--- src/rtl/core/pfba_pkg.sv ---
// pfba_pkg: shared types, sizes, codes and helpers of the page frame bitmap allocator
// used by pfba_ffs, page_frame_bitmap_allocator, pfba_chk, pfba_tb_pkg and testbench; no dependencies
`timescale 1ns / 1ps

package pfba_pkg;

  // store sizes
  localparam int FRAME_COUNT = 2048;
  localparam int SLOT_COUNT  = 1024;

  // bitmap word geometry
  localparam int WORD_W  = 64;
  localparam int BIT_W   = 6;

  // derived widths
  localparam int FRAME_W = $clog2(FRAME_COUNT);
  localparam int FWORDS  = (FRAME_COUNT + WORD_W - 1) / WORD_W;
  localparam int FWIDX_W = (FWORDS > 1) ? $clog2(FWORDS) : 1;
  localparam int CFG_W   = 12;
  localparam int CFG_IDX_W = 1;
  localparam int CMP_W   = (FRAME_W + 1 > CFG_W) ? FRAME_W + 1 : CFG_W;
  localparam int SLOT_AW = 10;
  localparam int SIDX_W  = (SLOT_COUNT > 1) ? $clog2(SLOT_COUNT) : 1;
  localparam int SWORDS  = (SLOT_COUNT + WORD_W - 1) / WORD_W;
  localparam int SWIDX_W = (SWORDS > 1) ? $clog2(SWORDS) : 1;
  localparam int PAGE_SHIFT = 12;
  localparam int VA_W    = 32;
  localparam int PA_W    = 23;

  // address map: heap window is directory 1 (4 MB up to 8 MB)
  localparam logic [VA_W-SLOT_AW-PAGE_SHIFT-1:0] HEAP_DIR = 10'd1;

  // register reset values
  localparam logic [CFG_W-1:0] START_RST = 12'd1024;
  localparam logic [CFG_W-1:0] MEM_RST   = 12'd2048;

  // scan limits
  localparam logic [CMP_W-1:0]   FRAME_LIM  = CMP_W'(FRAME_COUNT);
  localparam logic [SLOT_AW:0]   SLOT_LIM   = (SLOT_AW + 1)'(SLOT_COUNT);
  localparam logic [SWIDX_W-1:0] SLAST_W    = SWIDX_W'(SWORDS - 1);
  localparam logic [WORD_W-1:0]  SLAST_MASK =
    {WORD_W{1'b1}} >> (SWORDS * WORD_W - SLOT_COUNT);

  // opcodes
  localparam logic OP_ALLOC = 1'b0;
  localparam logic OP_FREE  = 1'b1;

  // configuration register indexes
  localparam logic [CFG_IDX_W-1:0] CFG_SEARCH_START = 1'b0;
  localparam logic [CFG_IDX_W-1:0] CFG_MEM_FRAMES   = 1'b1;

  typedef enum logic [1:0] {
    ST_OK       = 2'd0,
    ST_NO_FRAME = 2'd1,
    ST_NO_SLOT  = 2'd2,
    ST_BAD_FREE = 2'd3
  } status_t;

  typedef logic [WORD_W-1:0]  word_t;
  typedef logic [FRAME_W-1:0] frame_t;

  // result of the find-first unit
  typedef struct packed {
    logic             found;
    logic [BIT_W-1:0] idx;
  } ffs_res_t;

  // physical address of a frame, kept to the 23-bit field
  function automatic logic [PA_W-1:0] frame_addr(frame_t f);
    logic [FRAME_W+PA_W+PAGE_SHIFT-1:0] t;
    t = {{PA_W{1'b0}}, f, {PAGE_SHIFT{1'b0}}};
    return t[PA_W-1:0];
  endfunction

  function automatic word_t bit_mask(logic [BIT_W-1:0] b);
    return word_t'(1) << b;
  endfunction

endpackage

--- src/rtl/core/pfba_ffs.sv ---
// pfba_ffs: find-first-set over one bitmap word, six halving steps
// depends on pfba_pkg
`timescale 1ns / 1ps

module pfba_ffs (
  input  pfba_pkg::word_t    vec,
  output pfba_pkg::ffs_res_t res
);
  import pfba_pkg::*;

  word_t            v;
  word_t            lm;
  logic [BIT_W-1:0] idx;

  always_comb begin
    v   = vec;
    idx = '0;
    lm  = '0;
    for (int k = BIT_W - 1; k >= 0; k--) begin
      // lower half empty: move the window up
      lm = ~({WORD_W{1'b1}} << (1 << k));
      if ((v & lm) == '0) begin
        idx[k] = 1'b1;
        v      = v >> (1 << k);
      end
    end
    res.found = |vec;
    res.idx   = idx;
  end

endmodule

--- config.mk ---
export PLATFORM = sky130hd
export DESIGN_NAME = pfba_ffs
export DESIGN_NICKNAME = d
export VERILOG_FILES = /design/src/rtl/core/pfba_pkg.sv /design/src/rtl/core/pfba_ffs.sv
export SDC_FILE = /design/constraint.sdc
export NUM_CORES = 1
export LEC_CHECK = 0
export BUFFER_PORTS_ARGS = -buffer_cell sky130_fd_sc_hd__buf_2
export CORE_MARGIN = 8
export CORE_UTILIZATION = 39
export DETAILED_ROUTE_END_ITERATION = 6
export PLACE_DENSITY = 0.85
export SLEW_MARGIN = 20
export SYNTH_ARGS = -nofsm -noshare
export SYNTH_HDL_FRONTEND = slang
export SYNTH_SLANG_ARGS = --single-unit
--- constraint.sdc ---
create_clock -name vclk -period 2.8
set_clock_uncertainty 0.2 [all_clocks]
set_input_delay 0.14 -clock vclk [all_inputs]
set_output_delay 0.14 -clock vclk [all_outputs]
set_load 0.1 [all_outputs]
==> impl_results.md <==
- 1st-pass router iterations: 4
- Post-Route WL: 4370 um
- Cells after Synth: 105
- First-pass GRT wire length: 6130 um
- Top-level I/O count: 71
- Placer Congestion: 0.915
- Fin area: 1470 um^2
- Max-Cap Viols: 0
- Largest family of logic cells by synthesized area: compound AO/OA/AOI/OAI gates
- Hold Buf Count CTS: 0
- Pin count of the biggest net entering global routing: 17
- Hpwl dp: 3400 um
- Worst slack, placed: -35.2 ps
- Die width: 59.4 um
- Mux cell area share after synthesis: 0%
- First DRT Iteration DRCs: 57
- Adder-Cell Fraction of Synth Area: 0%
- Antenna violations before repair: 0
- Sequential standard cell area: 0 um^2
- Multi-input gate area: 862 um^2
- Worst setup margin: 12.6 ps
- Max Freq: 359 MHz
- Routed wire per std cell: 20.5 um
- Post-route insts no fill: 213
- Worst Path Arrival: 2450 ps
- Mapped cell area: 736 um^2
- Power per cell area: 113 nW/um^2
- Critical path data required time: 2460 ps
- Clock buffer count: 0
- Port buffer count: 71
- Mapped Nets: 169
- Core Footprint: 1750 um^2
- Max-slew headroom: 67.7%
- Vias in the first global route: 1388
- Cell total after placement: 207
- Netlist cell types: 40
- Worst hold-check path type: primary input to output pin
- Startpoint Class: primary input
- Dpl cell area: 1270 um^2
- Sequential element share of the synthesized area: 0%
- Count of yosys warnings during synthesis: 0
- Main area contributors after synthesis: nor4_1 (8.5%), buf_6 (7.7%), a21o_1 (7.1%), a221oi_1 (7.1%), a21oi_1 (6.8%)
- Tot GR Track Use: 21.5%
- Area grow syn2layout: 100%
- Post-Synth Simple-Gate Area: 36.4%
- Worst slew pin tran: 488 ps
- CP max FO: 7
- Nets: 254
- Synth top area share: 8.50%
- Diodes inserted: 0
- Filler Cell Count: 123
- Min cycle time layout: 2790 ps
- DRC Markers: 0
- Crit path kind: primary input to output pin
- Mapped Avg Cell Area: 7.01 um^2
- Die Footprint: 3530 um^2
- Static Leak: 0.649 nW
- Post-synthesis xor/xnor area fraction: 0%
- Final setup viols: 0
- Compound-Gate Fraction of Synth Area: 53.2%
- Setup_tns: 0 ps
- Crit end category: output pin
- Overflow after GRT: 0
- Antenna Nets Post-Route: 0
- Final Cycle Share: 99.6%
- Final Hold Fails: 0
- Starting density of the core: 42.2%
- Vias: 1363
- Hold Slack: 684 ps
- Fin. max-slew vios: 0
- Die Height: 59.4 um
- Layout cells sized above 1: 69.1%
- Run status: complete, no violations
- VDD IR-drop max: 91.6 uV
- Synth area leader: nor4_1
- FP Rows: 15
- Via/cell ratio: 6.40
- RSZ-0062 raised after global routing: true
- Sequential cells: 0
[final timing paths]
check                    from      to  depth (start not counted)
worst max-delay path  vec[32]  res[1]                         11
worst min-delay path   vec[0]  res[1]                          6
[final cells by class]
class,count,area share (%)
inverters,4,1.44
multi-input cells,95,58.5
well taps,25,2.12
repair buffers,89,37.9
[worst max-delay path: stages]
cell and delay (ps):
buf_2 140, nor4_4 290, nand3_2 200, o211ai_4 320, nand4_1 220, a21o_4 290, buf_4 140, o211ai_1 210
a21oi_2 70, nor3_4 220, buf_12 200
[layout by cell type (no fill, tap or decap), types with 3 or more instances in the layout]
master / n
buf_2: 67
a221oi_2: 4
a21oi_1: 8
nor4_1: 4
or2_2: 3
buf_12: 4
nor2_1: 11
a41o_2: 4
nand4_1: 3
nor4_2: 5
buf_4: 17
a21o_1: 6
[power by group]
group	internal, mW	total (mW)	switching [mW]
Combinational	0.0759	0.167	0.0909
Sequential	0	0	0
Clock	0	0	0
Total	0.0759	0.167	0.0909
[per-stage QoR]
step                utilization, %  power (mW)
CTS                           73.5       0.146
global placement              72.8       0.141
global route                  84.4       0.175
detailed placement            72.8       0.144
floorplan                        -      0.0620
finish                        84.4       0.167
[routing by layer]
metal  track usage [%]  wire (um)  vias to the layer above
met3              6.07        481                       14
met1              23.3       1600                      627
met5                 0          0                        -
met4              5.12        148                        0
li1                  -          -                      620
met2              39.4       2140                      102
[kinds of logic (layout without fill, tap and decap cells)]
group,after synthesis,count (layout)
AO/OA/AOI/OAI,48,48
buffers and inverters,10,93
AND/OR/NAND/NOR,47,47
[Yosys cell counts, drive strengths merged]
library cell,n
o21ai,2
or4,1
o221a,2
a221o,1
o2bb2ai,1
a21oi,10
nand4b,1
inv,4
o41ai,1
o21a,1
nor2b,1
nand4bb,1
nand3,3
a32oi,1
a21o,7
nand2,3
a2bb2oi,1
and4,1
o211ai,3
o211a,2
nor4,11
o31ai,1
o221ai,1
a221oi,6
nand4,3
a41o,4
nor3,4
o32ai,1
or2,3
buf,6
and3,2
nor2,13
a2111oi,1
a31oi,2
[what timing repair did]
item	in CTS	in global routing
setup buffers	0	6
endpoints found under the setup margin	2	3
resized for setup	3	28
pin swaps	0	14
gates cloned	0	0
No activity file was read; power rests on OpenSTA's default activity.
