[config.mk]
export PLATFORM = sky130hd
export DESIGN_NAME = pfba_ram
export DESIGN_NICKNAME = d
export VERILOG_FILES = /design/src/rtl/core/pfba_ram.sv
export SDC_FILE = /design/constraint.sdc
export NUM_CORES = 1
export LEC_CHECK = 0
export ABC_CLOCK_PERIOD_IN_PS = 2300
export BUFFER_PORTS_ARGS = -buffer_cell sky130_fd_sc_hd__clkbuf_2
export CAP_MARGIN = 10
export CELL_PAD_IN_SITES_DETAIL_PLACEMENT = 1
export CELL_PAD_IN_SITES_GLOBAL_PLACEMENT = 2
export CORE_MARGIN = 10
export CORE_UTILIZATION = 39
export DETAILED_ROUTE_END_ITERATION = 12
export GPL_TIMING_DRIVEN = 0
export PLACE_DENSITY_LB_ADDON = 0.1
export SKIP_CTS_REPAIR_TIMING = 1
export SLEW_MARGIN = 20
export SYNTH_ARGS = -nofsm -noshare
export SYNTH_HDL_FRONTEND = slang
export SYNTH_SLANG_ARGS = --single-unit
[constraint.sdc]
create_clock -name clk -period 2.3 [get_ports clk]
set_clock_uncertainty 0.1 [all_clocks]
set_input_delay 0.23 -clock clk [delete_from_list [all_inputs] [get_ports clk]]
set_output_delay 0.23 -clock clk [all_outputs]
set_load 0.005 [all_outputs]
[src/rtl/core/pfba_ram.sv]
// pfba_ram: generic single write port, single read port ram with registered read
// no dependencies
`timescale 1ns / 1ps

module pfba_ram #(
  parameter int WIDTH = 8,
  parameter int DEPTH = 16
) (
  input  logic                                           clk,
  input  logic                                           we,
  input  logic [((DEPTH > 1) ? $clog2(DEPTH) : 1)-1:0]   waddr,
  input  logic [WIDTH-1:0]                               wdata,
  input  logic [((DEPTH > 1) ? $clog2(DEPTH) : 1)-1:0]   raddr,
  output logic [WIDTH-1:0]                               rdata
);

  logic [WIDTH-1:0] mem [DEPTH];

  always_ff @(posedge clk) begin
    if (we) begin
      mem[waddr] <= wdata;
    end
    rdata <= mem[raddr];
  end

endmodule

==> results of run 1 <==
[routing by layer]
layer,vias up,GRT usage (%),share of wire [%]
met2,54,17.88,45
li1,1064,-,-
met3,12,3.746,5.1
met5,-,0,0
met1,1223,17.43,48
met4,0,5.804,1.2
[registers in the layout, indices dropped and copies added (netlist names)]
signal and cells:
rdata 8, mem 128
[area by class of cell]
class | instances | area share, %
Sequential cell | 136 | 66.42
Multi-Input combinational cell | 83 | 17.87
Clock buffer | 27 | 8.178
Tap cell | 172 | 3.570
Timing Repair Buffer | 25 | 2.117
Buffer | 10 | 1.432
Clock inverter | 5 | 0.4151
[power by group through the flow]
stage	registers, mW	clock network (mW)	logic [mW]
detailed placement	2.84	0	0.277
finish	2.79	2.37	0.269
floorplan	2.84	0	0.141
CTS	2.79	2.42	0.277
global placement	2.83	0	0.271
global route	2.79	2.52	0.298
[logic make-up (layout without fill, tap and decap cells)]
logic type / after synthesis / after routing / share of synthesized area (%)
AOI/OAI and AO/OA: 16 / 16 / 2.334
buffers and inverters: 10 / 67 / 1.677
DFF: 136 / 136 / 77.78
muxes: 32 / 32 / 15.02
and+or+nand+nor: 35 / 35 / 3.184
[metrics by stage]
stage	setup slack (ps)	power [mW]	cell area, um2
3_3_place_gp	-225.1	3.104	5483
2_1_floorplan	477.1	2.976	5147
6_report	683.9	5.421	6028
4_1_cts	677.6	5.479	6028
5_1_grt	606.6	5.607	6028
3_5_place_dp	235.8	3.113	5510
[layout by cell type (no fill, tap or decap), types with 2 or more instances in the layout]
cell | netlist | layout
nand2b_1 | 2 | 2
dfxtp_1 | 8 | 8
clkbuf_1 | 0 | 7
clkbuf_2 | 0 | 24
nand3b_1 | 2 | 2
buf_4 | 1 | 2
mux4_2 | 18 | 18
mux4_1 | 14 | 14
clkbuf_16 | 0 | 17
nand2_1 | 9 | 9
buf_2 | 3 | 3
buf_6 | 3 | 3
nor2_1 | 13 | 13
clkinv_2 | 0 | 5
clkbuf_8 | 0 | 3
a22oi_1 | 16 | 16
nor3_2 | 0 | 4
clkdlybuf4s25_2 | 3 | 3
edfxtp_1 | 128 | 128
[worst paths after layout]
kind / end / slack, ps / depth (start not counted)
setup / recovery: mem[1][4] / 680 / 3
hold reg to reg: rdata[1] / 580 / 3
hold / removal: mem[6][6] / 180 / 1
setup reg to reg: rdata[0] / 810 / 3
==> flow_summary.toml, run 1 <==
[synthesis]
synth-seq-cells = 136
synth_top_area_share_pct = 74.67
postSynthCellCount = 229
yosysMostFrequentCell = "edfxtp_1"
synth_common_cells = "128 x edfxtp_1, 18 x mux4_2, 16 x a22oi_1"
ys_seq_area_share_pct = 77.78
synth.top_cells.by_area = "edfxtp_1 75%, mux4_2 7.9%, mux4_1 7.1%"
synth.cell_area_um2 = 5147
synthDistinctLibCells = 19
synthArstFlopShare_pct = 0
synth_enable_flop_cells = 128
yosysTopAreaCell = "edfxtp_1"
yosysWarnings = 0
synth_area_per_cell_um2 = 22.48
syn_nets = 247
synth-main-ff-cell = "edfxtp_1"

[layout]
syn_to_final_growth_pct = 17.11
antenna_cells = 0
ff_latch_area_um2 = 4004
final_nets = 291
drive_gt1_share_pct = 29.02
utilization_pct = 47.19
fin_cells = 458
fill_cells = 1173
multi_input_area_um2 = 1077

[setup_path]
crit_family = "simple AND/OR/NAND/NOR gates"
reg2reg_from = "mem[1][0]"
crit_path_end_kind = "register"
arrival_ps = 1550
cp.required_ps = 2230
crit_buf_inv = 1
slowest_delay_ps = 670
start_kind = "input pin"
crit_chain = "clkbuf_2 -> or3b_2 -> nor2_1"
crit_start = "waddr[2]"
worstPathMaxFanout = 8
cpMaxStageDelayCell = "nor2_1"
worstSetupPathType = "in2reg"

[power_and_ir_drop]
power-per-cell-area_nw_per_um2 = 899.2
irDropWorstVdd_mv = 0.5234
pwr-share-comb_pct = 5.0
switching_power_mw = 1.084
switching_share_pct = 20.00
p_int_mw = 4.336
p_leak_nw = 2.011
clkPwrFrac_pct = 43.6
p_seq_share_pct = 51.4

[floorplanning]
core_area_um2 = 12770
die-area_um2 = 18190
ios = 26
chipHeight_um = 134.9
num_rows = 41
initial_core_util_pct = 40.30
die_w_um = 134.9

[grt]
grt_pass1_vias = 2543
grt_use_total_pct = 12.63
grt-ovfl-total = 0
grt_pass1_wl_um = 16250
grt_max_degree = 17
antenna_found_initial = 0

[worst_hold_path]
min_path_type = "in2reg"
hold_path.startpoint = "wdata[6]"

[sta]
setup_tns_ps = 0
rsz0062_at_grt = "no"
slew_viol_final = 0
finalCritPeriodShare_pct = 70.26
fmax_ghz = 0.6188
whs_ps = 180.4
worst_slew_pin_slew_ps = 869.8
setup_viol = 0
hold_viol = 0
maxSlewHeadroom_pct = 41.80
finalCriticalPeriod_ps = 1616

[detailed_routing]
routed_wl_um = 10680
ant_nets = 0
vias = 2353
routedWlPerCell_um = 23.31
first_pass_iters = 4
drt_iter0_drc = 261
drcViolationCount = 0
vias_per_cell = 5.138

[placed_design]
dp_cells = 426
place_hpwl_um = 6892
place_congestion = 0.6882
port_buffers = 24

[clock_network]
clkLatencyLatePin_ps = 410
root_buffer = "clkbuf_16"
cts_made_buffers = 17
cts_tree = "yes"
cts_num_sinks = 136
h-tree-depth = 4
clk_pin_slew_ps = 50
cts_max_path_buffers = 2

[job]
maxCapViolCount = 0

[outcome]
status = "finished clean"
No activity file was read; power rests on OpenSTA's default activity.
==> inputs of run 2 (changes only) <==
--- a/config.mk
+++ b/config.mk
@@ -5,7 +5,7 @@
 export SDC_FILE = /design/constraint.sdc
 export NUM_CORES = 1
 export LEC_CHECK = 0
-export ABC_CLOCK_PERIOD_IN_PS = 2300
+export ABC_CLOCK_PERIOD_IN_PS = 1600
 export BUFFER_PORTS_ARGS = -buffer_cell sky130_fd_sc_hd__clkbuf_2
 export CAP_MARGIN = 10
 export CELL_PAD_IN_SITES_DETAIL_PLACEMENT = 1
==> constraint.sdc (replaced) <==
create_clock -name clk -period 1.6 [get_ports clk]
set_clock_uncertainty 0.1 [all_clocks]
set_input_delay 0.16 -clock clk [delete_from_list [all_inputs] [get_ports clk]]
set_output_delay 0.16 -clock clk [all_outputs]
set_load 0.005 [all_outputs]
==> flow_summary.toml, run 2 (same netlist as run 1, synthesis figures left out) <==
[clock_network]
root_buffer = "clkbuf_16"
cts_num_sinks = 136
cts_max_path_buffers = 2
cts_tree = "yes"
h-tree-depth = 4
cts_made_buffers = 17
clk_pin_slew_ps = 50
clkLatencyLatePin_ps = 410

[power_and_ir_drop]
pwr-share-comb_pct = 4.9
switching_share_pct = 19.55
p_leak_nw = 2.019
clkPwrFrac_pct = 44.9
power-per-cell-area_nw_per_um2 = 1315
p_seq_share_pct = 50.3
switching_power_mw = 1.558
power_mw = 7.968
p_int_mw = 6.410
irDropWorstVdd_mv = 0.8398

[placed_design]
place_congestion = 0.6829
port_buffers = 24
pre_cts_ws_ps = -419.7
place_hpwl_um = 7112

[layout]
largest_reg_flops = 128
most-common-layout-cells = "128 x edfxtp_1, 24 x clkbuf_2, 18 x mux4_2, 17 x clkbuf_16, 16 x a22oi_1"
multi_input_area_um2 = 1080
regMostFlops = "mem"
final_nets = 290
final_common_cell = "edfxtp_1"
fill_cells = 1140
ff_latch_area_um2 = 4004
drive_gt1_share_pct = 29.12
antenna_cells = 0
syn_to_final_growth_pct = 17.70
reg_top3 = "mem x128, rdata x8"

[floorplanning]
die_w_um = 134.9
initial_core_util_pct = 40.30
num_rows = 41
die-area_um2 = 18190
chipHeight_um = 134.9
core_area_um2 = 12770
ios = 26

[sta]
rsz0062_at_grt = "yes"
worst_slew_pin_slew_ps = 821.5
maxSlewHeadroom_pct = 45.03
slew_viol_final = 0
fmax_ghz = 0.6502
setup_slack_ps = 61.92
finalCritPeriodShare_pct = 96.13
finalCriticalPeriod_ps = 1538
setup_tns_ps = 0
hold_viol = 0
setup_viol = 0

[grt]
grt_pass1_wl_um = 16450
grt_max_degree = 17
grt_use_total_pct = 12.84
antenna_found_initial = 0
grt-ovfl-total = 0
grt_pass1_vias = 2592

[detailed_routing]
drt_iter0_drc = 189
routedWlPerCell_um = 23.96
vias_per_cell = 5.239
vias = 2394
drcViolationCount = 0
routed_wl_um = 10950
first_pass_iters = 4
ant_nets = 0

[setup_path]
arrival_ps = 1470
worstSetupPathType = "in2reg"
start_kind = "input pin"
cp.required_ps = 1530
worstPathMaxFanout = 8
crit_path_end_kind = "register"

[worst_hold_path]
min_path_type = "in2reg"

[job]
maxCapViolCount = 0

[outcome]
status = "finished clean"
## run 2: changes by cell type in the layout (fill, tap and decap cells not counted), sizes merged
cell and change:
clkinv -3, buf -1, clkbuf +3
## run 2: worst paths after layout
kind,start,slack [ps],endpoint,depth (start not counted)
worst min-delay path,wdata[6],130,mem[7][6],1
worst max register to register,mem[5][2],100,rdata[2],3
worst max-delay path,waddr[2],60,mem[1][1],3
worst min register to register,mem[2][7],600,rdata[7],3
## run 2: routing by layer
layer,routed length (um),vias to the layer above,track usage (%)
met5,0,-,0
met3,781,13,4.377
met1,4971,1253,17.50
met4,163,0,5.200
li1,-,1060,-
met2,5035,68,18.32
## run 2: cell type report
class	instances	area share, %
sequential	136	66.09
multi-input combinational	83	17.82
clock buffer	30	8.984
tap	172	3.552
timing repair buffer	24	1.983
buffer	10	1.425
clock inverter	2	0.1446
## run 2: power by group through the flow
stage	Combinational, mW	Sequential [mW]	Clock, mW
2_1_floorplan	0.202	4.08	0
3_3_place_gp	0.392	4.07	0
3_5_place_dp	0.401	4.08	0
4_1_cts	0.402	4.01	3.65
5_1_grt	0.426	4.01	3.84
6_report	0.387	4.01	3.58
## run 2: worst max-delay path: stages
cell	delay [ps]
clkbuf_2	100
or3b_2	550
nor2_1	660
## run 2: per-stage QoR
stage	util (%)	hold slack, ps	cell area (um2)	std cells
2_1_floorplan	-	158.9	5152	229
3_3_place_gp	42.96	435.6	5488	425
3_5_place_dp	43.08	437.2	5503	425
4_1_cts	47.41	117.4	6056	457
5_1_grt	47.43	138.9	6058	457
6_report	47.43	125.3	6058	457
==> inputs of run 3 (changes only) <==
--- a/config.mk
+++ b/config.mk
@@ -12,6 +12,7 @@
 export CELL_PAD_IN_SITES_GLOBAL_PLACEMENT = 2
 export CORE_MARGIN = 10
 export CORE_UTILIZATION = 39
+export CTS_BUF_LIST = sky130_fd_sc_hd__clkbuf_4
 export DETAILED_ROUTE_END_ITERATION = 12
 export GPL_TIMING_DRIVEN = 0
 export PLACE_DENSITY_LB_ADDON = 0.1
==> flow_summary.toml, run 3 (same netlist as run 1, synthesis figures left out) <==
[layout]
reg_top3 = "mem x128, rdata x8"
most-common-layout-cells = "128 x edfxtp_1, 24 x clkbuf_2, 23 x clkbuf_4, 18 x mux4_2, 16 x a22oi_1"
regMostFlops = "mem"
design_area_um2 = 5751
largest_reg_flops = 128
utilization_pct = 45.02
ff_latch_area_um2 = 4004
drive_gt1_share_pct = 28.03
final_nets = 294
fill_cells = 1172
syn_to_final_growth_pct = 11.72
antenna_cells = 0
final_common_cell = "edfxtp_1"
multi_input_area_um2 = 1077

[clock_network]
clkLatencyLatePin_ps = 520
cts_tree = "yes"
cts_made_buffers = 17
root_buffer = "clkbuf_4"
cts_max_path_buffers = 2
clk_pin_slew_ps = 110
cts_num_sinks = 136
h-tree-depth = 4

[power_and_ir_drop]
p_int_mw = 4.816
power-per-cell-area_nw_per_um2 = 1071
pwr-share-comb_pct = 6.4
switching_power_mw = 1.343
clkPwrFrac_pct = 28.7
switching_share_pct = 21.81
p_leak_nw = 1.886
p_seq_share_pct = 64.9
irDropWorstVdd_mv = 0.7791

[setup_path]
crit_path_end_kind = "register"
start_kind = "register"
slowest_delay_ps = 510
cp.required_ps = 1890
arrival_ps = 1810
worstPathMaxFanout = 1
crit_chain = "mux4_1 -> a22oi_1 -> nand2_1"
worstSetupPathType = "reg2reg"
cpMaxStageDelayCell = "mux4_1"
regToRegSetupSlack_ps = 80

[placed_design]
place_area_um2 = 5503
place_hpwl_um = 7112
place_congestion = 0.6829
port_buffers = 24

[grt]
grt_pass1_vias = 2580
grt_use_total_pct = 12.58
grt-ovfl-total = 0
grt_max_degree = 17
antenna_found_initial = 0
grt_pass1_wl_um = 16170

[sta]
fmax_ghz = 0.6581
setup_viol = 0
slew_viol_final = 0
rsz0062_at_grt = "no"
setup_tns_ps = 0
hold_viol = 0
maxSlewHeadroom_pct = 42.76
worst_slew_pin_slew_ps = 854.0
finalCritPeriodShare_pct = 94.96
finalCriticalPeriod_ps = 1519

[detailed_routing]
drt_iter0_drc = 238
routed_wl_um = 10910
vias_per_cell = 5.169
vias = 2383
drcViolationCount = 0
routedWlPerCell_um = 23.66
ant_nets = 0
first_pass_iters = 4

[floorplanning]
chipHeight_um = 134.9
core_area_um2 = 12770
die-area_um2 = 18190
num_rows = 41
ios = 26
die_w_um = 134.9
initial_core_util_pct = 40.30

[job]
maxCapViolCount = 0

[worst_hold_path]
min_path_type = "in2reg"

[outcome]
status = "finished clean"
## run 3: cell types whose count changed in the layout (fill, tap and decap cells not counted), sizes merged
cell	previous run	this run
clkbuf	54	47
dlygate4sd3	0	4
clkinv	2	9
## run 3: per-layer routing
metal | global-route usage [%] | share of wire (%) | up-vias
met3 | 4.043 | 5.6 | 13
met5 | 0 | 0 | -
li1 | - | - | 1069
met2 | 18.65 | 47 | 55
met1 | 16.79 | 46 | 1246
met4 | 4.837 | 1.4 | 0
## run 3: final cells by class
type,instances,area share [%]
buffer,10,1.501
clock inverter,9,0.6092
timing repair buffer,28,2.785
multi-input combinational,83,18.73
sequential,136,69.63
clock buffer,23,3.003
tap,172,3.742
## run 3: power by group through the flow
stage	logic (mW)	clock network [mW]	registers, mW
after floorplan	0.202	0	4.08
after global placement	0.392	0	4.07
after detailed placement	0.401	0	4.08
after CTS	0.401	1.84	4.00
after global routing	0.434	2.00	4.00
final	0.396	1.77	3.99
## run 3: worst max-delay path, delay by kind of cell, from the launching register on
family           cells  cell delay, ps
multiplexers         1             510
AND/OR/NAND/NOR      1             120
flip-flops           1             370
AO/OA/AOI/OAI        1             300
## run 3: path summary, 6_finish.rpt
| check | startpoint | end | cells past startpoint |
|---|---|---|---|
| max | mem[9][5] | rdata[5] | 3 |
| min | wdata[3] | mem[14][3] | 1 |
| min reg2reg | mem[8][1] | rdata[1] | 3 |
| max reg2reg | mem[9][5] | rdata[5] | 3 |
## run 3: through the flow
| step | hold slack (ps) | setup slack [ps] | total power, mW | std cells |
|---|---|---|---|---|
| finish | 14.46 | 80.56 | 6.159 | 461 |
| global route | 2.406 | 36.16 | 6.437 | 461 |
| CTS | -25.50 | 68.57 | 6.238 | 457 |
| detailed placement | 437.2 | -419.7 | 4.480 | 425 |
| global placement | 435.6 | -570.4 | 4.465 | 425 |
| floorplan | 158.9 | 73.85 | 4.278 | 229 |
